[src/sv/lmbs_pkg.sv]
// Shared types and constants for the LED matrix bit-plane scanner.
// No dependencies; every module of the block imports this package.
`timescale 1ns / 1ps

package lmbs_pkg;

  localparam int ROWS   = 25;
  localparam int COLS   = 25;
  localparam int FIELDS = 4;

  localparam int ROW_W   = 5;
  localparam int FIELD_W = (FIELDS > 1) ? $clog2(FIELDS) : 1;
  localparam int DEPTH   = 2 * ROWS;
  localparam int ADDR_W  = $clog2(DEPTH);
  localparam int EDGE_W  = 3;

  localparam logic [EDGE_W-1:0] EDGE_SAT   = EDGE_W'(5);
  localparam logic [EDGE_W-1:0] EDGE_POWER = EDGE_W'(4);
  localparam logic [ROW_W-1:0]  DRIVE_SPLIT = ROW_W'(15);
  localparam logic [ROW_W-1:0]  DRIVE_BASE  = ROW_W'(14);

  typedef enum logic [1:0] {
    OP_WRITE = 2'd0,
    OP_TICK  = 2'd1,
    OP_EDGE  = 2'd2
  } opcode_t;

  // One run of four shift bytes, handed from the controller to the output side.
  typedef struct packed {
    logic [ROW_W-1:0]   row;
    logic [FIELD_W-1:0] field;
    logic               off;
  } run_t;

endpackage

[src/sv/lmbs_plane_ram.sv]
// Bit-plane store: synchronous memory, one write and one read port,
// read data registered. Per-entry valid bits make unwritten rows read zero.
`timescale 1ns / 1ps

module lmbs_plane_ram
  import lmbs_pkg::*;
(
  input  logic              clk,
  input  logic              rst,
  input  logic              wr_en,
  input  logic [ADDR_W-1:0] wr_addr,
  input  logic [COLS-1:0]   wr_data,
  input  logic              rd_en,
  input  logic [ADDR_W-1:0] rd_addr,
  output logic [COLS-1:0]   rd_data
);

  logic [COLS-1:0]  mem [DEPTH];
  logic [DEPTH-1:0] valid;
  logic [COLS-1:0]  rd_word;
  logic             rd_valid;

  always_ff @(posedge clk) begin
    if (wr_en) begin
      mem[wr_addr] <= wr_data;
    end
    if (rd_en) begin
      rd_word <= mem[rd_addr];
    end
  end

  always_ff @(posedge clk) begin
    if (rst) begin
      valid    <= '0;
      rd_valid <= 1'b0;
    end else begin
      if (wr_en) begin
        valid[wr_addr] <= 1'b1;
      end
      if (rd_en) begin
        rd_valid <= valid[rd_addr];
      end
    end
  end

  assign rd_data = rd_valid ? rd_word : '0;

endmodule

[src/sv/lmbs_scan_ctrl.sv]
// Scan controller: decodes input transfers, keeps row, field, edge and
// sleep state, drives the plane store and issues runs. Uses lmbs_pkg.
`timescale 1ns / 1ps

module lmbs_scan_ctrl
  import lmbs_pkg::*;
(
  input  logic              clk,
  input  logic              rst,
  input  logic              accept,
  input  logic [1:0]        opcode,
  input  logic              plane_select,
  input  logic [ROW_W-1:0]  write_row,
  input  logic [COLS-1:0]   row_bits,
  output logic              wr_en,
  output logic [ADDR_W-1:0] wr_addr,
  output logic [COLS-1:0]   wr_data,
  output logic              rd_en,
  output logic [ADDR_W-1:0] rd_addr,
  output logic              issue,
  output run_t              issue_run
);

  logic [ROW_W-1:0]   row_cnt, row_cnt_next;
  logic [FIELD_W-1:0] field_cnt, field_cnt_next;
  logic [EDGE_W-1:0]  edge_cnt, edge_cnt_next, edge_inc;
  logic               sleeping, sleeping_next;

  assign wr_addr = plane_select ? ADDR_W'(ROWS) + ADDR_W'(write_row) : ADDR_W'(write_row);
  assign wr_data = row_bits;
  assign rd_addr = (field_cnt == '0) ? ADDR_W'(row_cnt)
                                     : ADDR_W'(ROWS) + ADDR_W'(row_cnt);
  assign edge_inc = (edge_cnt < EDGE_SAT) ? edge_cnt + EDGE_W'(1) : edge_cnt;

  always_comb begin
    wr_en          = 1'b0;
    rd_en          = 1'b0;
    issue          = 1'b0;
    issue_run      = '0;
    row_cnt_next   = row_cnt;
    field_cnt_next = field_cnt;
    edge_cnt_next  = edge_cnt;
    sleeping_next  = sleeping;
    unique case (opcode)
      OP_WRITE: begin
        wr_en = accept && (write_row < ROW_W'(ROWS));
      end
      OP_TICK: begin
        if (!sleeping) begin
          rd_en           = accept;
          issue           = accept;
          issue_run.row   = row_cnt;
          issue_run.field = field_cnt;
          if (row_cnt == ROW_W'(ROWS - 1)) begin
            row_cnt_next   = '0;
            field_cnt_next = (field_cnt == FIELD_W'(FIELDS - 1)) ? '0
                                                                 : field_cnt + FIELD_W'(1);
          end else begin
            row_cnt_next = row_cnt + ROW_W'(1);
          end
        end
      end
      OP_EDGE: begin
        edge_cnt_next = edge_inc;
        if (sleeping) begin
          sleeping_next = 1'b0;
        end else if (edge_inc == EDGE_POWER) begin
          issue         = accept;
          issue_run.off = 1'b1;
          sleeping_next = 1'b1;
        end
      end
      default: begin
      end
    endcase
  end

  always_ff @(posedge clk) begin
    if (rst) begin
      row_cnt   <= '0;
      field_cnt <= '0;
      edge_cnt  <= '0;
      sleeping  <= 1'b0;
    end else if (accept) begin
      row_cnt   <= row_cnt_next;
      field_cnt <= field_cnt_next;
      edge_cnt  <= edge_cnt_next;
      sleeping  <= sleeping_next;
    end
  end

endmodule

[src/sv/lmbs_out_ser.sv]
// Output side: one pending run aligned with the store read data, then a
// byte serializer that sends four bytes per run. Uses lmbs_pkg.
`timescale 1ns / 1ps

module lmbs_out_ser
  import lmbs_pkg::*;
(
  input  logic            clk,
  input  logic            rst,
  input  logic            issue,
  input  run_t            issue_run,
  input  logic [COLS-1:0] rd_data,
  output logic            take,
  output logic            out_valid,
  input  logic            out_ready,
  output logic [7:0]      shift_byte,
  output logic            latch_last,
  output logic [7:0]      row_drive,
  output logic [4:0]      scan_row,
  output logic [1:0]      scan_field,
  output logic            power_off
);

  logic            pend_valid;
  run_t            pend_run;
  logic            ser_valid;
  run_t            ser_run;
  logic [31:0]     ser_bits;
  logic [1:0]      cnt;
  logic            ser_done;
  logic            ser_free;
  logic            pend_move;
  logic [7:0]      drive;

  assign ser_done  = ser_valid && out_ready && (cnt == 2'd3);
  assign ser_free  = !ser_valid || ser_done;
  assign pend_move = pend_valid && ser_free;
  assign take      = !pend_valid || pend_move;

  always_ff @(posedge clk) begin
    if (rst) begin
      pend_valid <= 1'b0;
      ser_valid  <= 1'b0;
      cnt        <= '0;
    end else begin
      if (issue) begin
        pend_valid <= 1'b1;
      end else if (pend_move) begin
        pend_valid <= 1'b0;
      end
      if (pend_move) begin
        ser_valid <= 1'b1;
        cnt       <= '0;
      end else if (ser_done) begin
        ser_valid <= 1'b0;
        cnt       <= '0;
      end else if (ser_valid && out_ready) begin
        cnt <= cnt + 2'd1;
      end
    end
  end

  always_ff @(posedge clk) begin
    if (issue) begin
      pend_run <= issue_run;
    end
    if (pend_move) begin
      ser_run  <= pend_run;
      ser_bits <= pend_run.off ? '0 : 32'(rd_data);
    end
  end

  always_comb begin
    case (cnt)
      2'd0:    shift_byte = ser_bits[31:24];
      2'd1:    shift_byte = ser_bits[23:16];
      2'd2:    shift_byte = ser_bits[15:8];
      default: shift_byte = ser_bits[7:0];
    endcase
  end

  always_comb begin
    if (ser_run.row < DRIVE_SPLIT) begin
      drive = 8'(ser_run.row) + 8'd1;
    end else begin
      drive = {4'(ser_run.row - DRIVE_BASE), 4'b0000};
    end
  end

  assign out_valid  = ser_valid;
  assign latch_last = (cnt == 2'd3);
  assign row_drive  = (latch_last && !ser_run.off) ? drive : 8'd0;
  assign scan_row   = ser_run.row;
  assign scan_field = 2'(ser_run.field);
  assign power_off  = ser_run.off;

endmodule

[src/sv/led_matrix_bitplane_scanner_core.sv]
// LED matrix bit-plane scanner, top level. Uses lmbs_pkg, lmbs_scan_ctrl,
// lmbs_plane_ram and lmbs_out_ser.
// A tick or edge run waits in the pending register, then moves to the serializer.
// Throughput: one write per cycle while no run waits in the buffer; ticks are paced
// by the byte serializer, sending one shift byte per cycle while m_tready is high.
// Reset: synchronous; counters and sleep clear, all plane rows read zero.
`timescale 1ns / 1ps

module led_matrix_bitplane_scanner_core
  import lmbs_pkg::*;
(
  input  logic        clk,
  input  logic        rst,
  input  logic        s_tvalid,
  output logic        s_tready,
  input  logic [31:0] s_tdata,   // plane_select, write_row[4:0], row_bits[24:0], zero pad
  input  logic [1:0]  s_tuser,   // opcode[1:0]
  output logic        m_tvalid,
  input  logic        m_tready,
  output logic [23:0] m_tdata,   // shift_byte[7:0], row_drive[7:0], scan_row[4:0],
                                 // scan_field[1:0], zero pad
  output logic        m_tlast,
  output logic        m_tuser    // power_off
);

  logic              accept;
  logic              wr_en, rd_en, issue;
  logic [ADDR_W-1:0] wr_addr, rd_addr;
  logic [COLS-1:0]   wr_data, rd_data;
  run_t              issue_run;
  logic [7:0]        shift_byte, row_drive;
  logic [4:0]        scan_row;
  logic [1:0]        scan_field;

  assign accept = s_tvalid && s_tready;

  lmbs_scan_ctrl u_ctrl (
    .clk          (clk),
    .rst          (rst),
    .accept       (accept),
    .opcode       (s_tuser),
    .plane_select (s_tdata[0]),
    .write_row    (s_tdata[5:1]),
    .row_bits     (s_tdata[COLS+5:6]),
    .wr_en        (wr_en),
    .wr_addr      (wr_addr),
    .wr_data      (wr_data),
    .rd_en        (rd_en),
    .rd_addr      (rd_addr),
    .issue        (issue),
    .issue_run    (issue_run)
  );

  lmbs_plane_ram u_ram (
    .clk     (clk),
    .rst     (rst),
    .wr_en   (wr_en),
    .wr_addr (wr_addr),
    .wr_data (wr_data),
    .rd_en   (rd_en),
    .rd_addr (rd_addr),
    .rd_data (rd_data)
  );

  lmbs_out_ser u_ser (
    .clk        (clk),
    .rst        (rst),
    .issue      (issue),
    .issue_run  (issue_run),
    .rd_data    (rd_data),
    .take       (s_tready),
    .out_valid  (m_tvalid),
    .out_ready  (m_tready),
    .shift_byte (shift_byte),
    .latch_last (m_tlast),
    .row_drive  (row_drive),
    .scan_row   (scan_row),
    .scan_field (scan_field),
    .power_off  (m_tuser)
  );

  assign m_tdata = {1'b0, scan_field, scan_row, row_drive, shift_byte};

endmodule
[config.mk]
export PLATFORM = sky130hd
export DESIGN_NAME = led_matrix_bitplane_scanner_core
export DESIGN_NICKNAME = d
export VERILOG_FILES = /design/src/sv/lmbs_pkg.sv /design/src/sv/lmbs_plane_ram.sv /design/src/sv/lmbs_scan_ctrl.sv /design/src/sv/lmbs_out_ser.sv /design/src/sv/led_matrix_bitplane_scanner_core.sv
export SDC_FILE = /design/constraint.sdc
export NUM_CORES = 2
export LEC_CHECK = 0
export ABC_AREA = 1
export ABC_CLOCK_PERIOD_IN_PS = 9050
export BUFFER_PORTS_ARGS = -buffer_cell sky130_fd_sc_hd__clkbuf_2
export CAP_MARGIN = 10
export CELL_PAD_IN_SITES_DETAIL_PLACEMENT = 0
export CELL_PAD_IN_SITES_GLOBAL_PLACEMENT = 1
export CORE_UTILIZATION = 56
export CTS_BUF_LIST = sky130_fd_sc_hd__clkbuf_16
export DETAILED_ROUTE_END_ITERATION = 16
export GPL_ROUTABILITY_DRIVEN = 0
export PLACE_DENSITY_LB_ADDON = 0.15
export SYNTH_ARGS = -nofsm -noshare
export SYNTH_HDL_FRONTEND = slang
export SYNTH_SLANG_ARGS = --single-unit
[constraint.sdc]
create_clock -name clk -period 9.05 [get_ports clk]
set_input_delay 1.3575 -clock clk [delete_from_list [all_inputs] [get_ports clk]]
set_output_delay 1.3575 -clock clk [all_outputs]
set_load 0.02 [all_outputs]
==> reports/metrics.cfg <==
[outcome]
outcome = completed

[timing]
period_needed_ps = 4820
worst_pin_slew_ps = 1200
relSlewSlack_pct = 20.2
setup_viol = 0
drv_slew = 0
finalSetupTns_ps = 0
final.setup.worst_slack_ps = 4230
hold_ws_ps = 421
rsz0062_at_grt = false
post-route-period-util_pct = 53.3
skew_ps = 25.4
max_freq_mhz = 207
hold_viol = 0

[global_route]
overflow = 0
grt_pass1_vias = 32800
antenna_found_initial = 6
grt_first_pass_wirelength_mm = 215
grt_use_total_pct = 28.9
grt_max_degree = 200

[logic_synthesis]
synth_warnings = 0
yosysUniqueCellTypes = 37
ys_seq_area_share_pct = 72.5
synthesis.nets = 4623
netlist_area_sq_mm = 0.0563
syn_avg_cell_area_sq_um = 12.3
synth_area_leaders = edfxtp_1 (70%), o211ai_1 (4.8%), o21ai_0 (4.0%), nand2_1 (3.9%), nand3_1 (3.6%)
synthCells = 4570
ys_seq_elements = 1382
synth_top_area_share_pct = 70.2
yosys.area.top_type = edfxtp_1

[clock_network]
clock_path_buffers = 3
cts_resized = 0
clkTransAtPathRegs_ps = 60
cts_hold_buf = 0
postCtsSetupBuffers = 0
clk_latency_ps = 770
cts_tree = done
h-tree-depth = 4
cts.sinks = 1382
cts_made_buffers = 143
cts_root_buf = clkbuf_16

[placed_design]
place_hpwl_mm = 74.0
port-buffer-count = 63
pre_cts_ws_ps = 4320

[min_path]
hp-class = reg -> reg
hold_path_depth = 0
min_to = u_ser.scan_row[3]$_DFFE_PP_
min-delay-start = u_ser.pend_run[6]$_SDFFCE_PP0P_

[floorplanning]
io_pins = 66
die_h_um = 319
dieArea_sq_mm = 0.102
core_sq_mm = 0.0990
rows = 115
initial_utilization_pct = 56.9
die_x_um = 319

[power_and_ir_drop]
combPwrFrac_pct = 5.3
intPower_mw = 10.5
p_seq_share_pct = 52.2
power_density_mw_per_mm2 = 216
p_clk_share_pct = 42.5
vdd.ir_drop.worst_v = 0.000178
swShare_pct = 22.0
leakagePower_nw = 22.0
power.switching_mw = 2.96

[critical_path]
worst_setup_path_end_kind = flop
rrSetupSlack_ps = 4230
arrival_ps = 5310
worst-setup-path-type = reg -> reg
r2r_cells = 13
r2r_start = u_ctrl.field_cnt[1]$_SDFFE_PP0P_
cp.required_ps = 9540
r2r-end = u_ram.rd_word[24]$_DFFE_PP_
start_kind = flop
crit_fanout = 125

[drt]
drc = 0
drt_iter0_drc = 3879
totalWireLength_mm = 147
antenna_left = 0
wl_per_cell_um = 24.5
viasPerCell = 5.93
dr_total_vias = 35500
drt-pass1-iter-count = 6

[run]
drv_cap = 0

[layout]
finalNetCount = 4626
area_growth_pct = 10.6
num-fill-cells = 7516
final_layout_size_suffix_gt1_share_pct = 8.36

[registers in the layout (all words and copies together), names as in the netlist, 2 cells and up]
name / cells
u_ser.scan_row: 5
u_ctrl.edge_cnt: 3
u_ser.cnt: 2
u_ctrl.field_cnt: 2
u_ctrl.row_cnt: 5
u_ser.ser_bits: 25
u_ser.pend_run: 8
u_ser.scan_field: 2
u_ram.valid: 50
u_ram.mem: 1250
u_ram.rd_word: 25
[synthesized netlist by cell type, drive strengths merged]
library cell     n
edfxtp        1316
nand2          595
o21ai          548
inv            459
nand3          404
o211ai         359
nor2           339
buf            170
clkbuf         121
a21oi           91
dfxtp           66
a31oi           22
o21bai          21
a21o            16
ha              15
nor3             9
nand4            6
xor2             4
a211oi           2
xnor2            2
a21boi           1
clkinv           1
conb             1
nor3b            1
or2              1
[placed cells by master, fill, tap and decap left out, drive strengths merged]
cell / n
inv: 495
nand4: 6
xnor2: 2
nor2: 339
a211oi: 2
edfxtp: 1316
o21bai: 21
o211ai: 359
or2: 1
nand3: 404
clkinvlp: 4
a21boi: 1
nand2: 595
o21ai: 548
bufinv: 13
nor3b: 1
nor3: 9
conb: 1
ha: 15
buf: 86
dfxtp: 66
clkinv: 60
a31oi: 22
clkbuf: 210
xor2: 4
a21oi: 91
diode: 7
a21o: 16
[how the worst max path moves through the flow]
stage	end	depth (start not counted)	startpoint
3_5_place_dp	u_ram.rd_word[24]$_DFFE_PP_	13	u_ctrl.field_cnt[0]$_SDFFE_PP0P_
5_1_grt	u_ram.rd_word[24]$_DFFE_PP_	13	u_ctrl.field_cnt[1]$_SDFFE_PP0P_
6_report	u_ram.rd_word[24]$_DFFE_PP_	13	u_ctrl.field_cnt[1]$_SDFFE_PP0P_
3_3_place_gp	u_ram.rd_word[24]$_DFFE_PP_	13	u_ctrl.field_cnt[0]$_SDFFE_PP0P_
4_1_cts	u_ram.rd_word[24]$_DFFE_PP_	13	u_ctrl.field_cnt[0]$_SDFFE_PP0P_
2_1_floorplan	u_ram.mem[12][0]$_DFFE_PP_	7	s_tdata[1]
[layout make-up]
cell class / count / area (sq um) / area share (%)
antenna: 7 / 17.5 / 0.0281
inverter: 460 / 1730 / 2.78
tap: 1287 / 1610 / 2.58
sequential: 1382 / 40800 / 65.6
multi-input combinational: 2437 / 12400 / 19.9
clock inverter: 112 / 920 / 1.48
clock buffer: 147 / 3680 / 5.90
timing repair buffer: 149 / 1070 / 1.72
[per-stage QoR]
stage / cell area, sq um / total power, mW / util, % / std cells
6_report: 62300 / 13.5 / 62.9 / 5981
5_1_grt: 62300 / 13.9 / 62.9 / 5974
4_1_cts: 62300 / 13.5 / 62.9 / 5974
3_5_place_dp: 57700 / 7.88 / 58.3 / 5715
3_3_place_gp: 57700 / 7.87 / 58.3 / 5715
2_1_floorplan: 56300 / 7.58 / - / 4570
[cell families (layout without fill, tap and decap cells)]
logic type / count (synthesis) / after routing / synth area share [%]
AO/OA/AOI/OAI: 1060 / 1060 / 11.3
XOR/XNOR: 6 / 6 / 0.0933
adder cells (fa/ha/maj): 15 / 15 / 0.333
buffers and inverters: 751 / 868 / 5.75
flip-flops: 1382 / 1382 / 72.5
other: 1 / 8 / 0.00666
AND/OR/NAND/NOR: 1355 / 1355 / 10.0
[per-layer routing]
metal	routed length, um	GRT usage (%)
met1	61600	41.0
met2	68400	45.0
met3	12500	5.33
met5	13	0
met4	4010	9.88
[worst max-delay path: stages, from the launching register on]
cell      delay [ps]
dfxtp_1          310
inv_1             90
ha_1             550
nand2_2          360
nand2_8          740
buf_4            640
buf_4            570
nand2_1           90
o211ai_1         100
o211ai_1         130
o211ai_1         170
nand3_1          400
nand2_1          180
nand2_1          100
[power by group through the flow]
stage | logic, mW | clock network [mW] | registers, mW
final | 0.720 | 5.73 | 7.03
after global routing | 0.785 | 6.04 | 7.03
after floorplan | 0.412 | 0 | 7.17
after CTS | 0.718 | 5.79 | 7.03
after detailed placement | 0.716 | 0 | 7.17
after global placement | 0.705 | 0 | 7.17
Power figures use the tool's default switching activity.
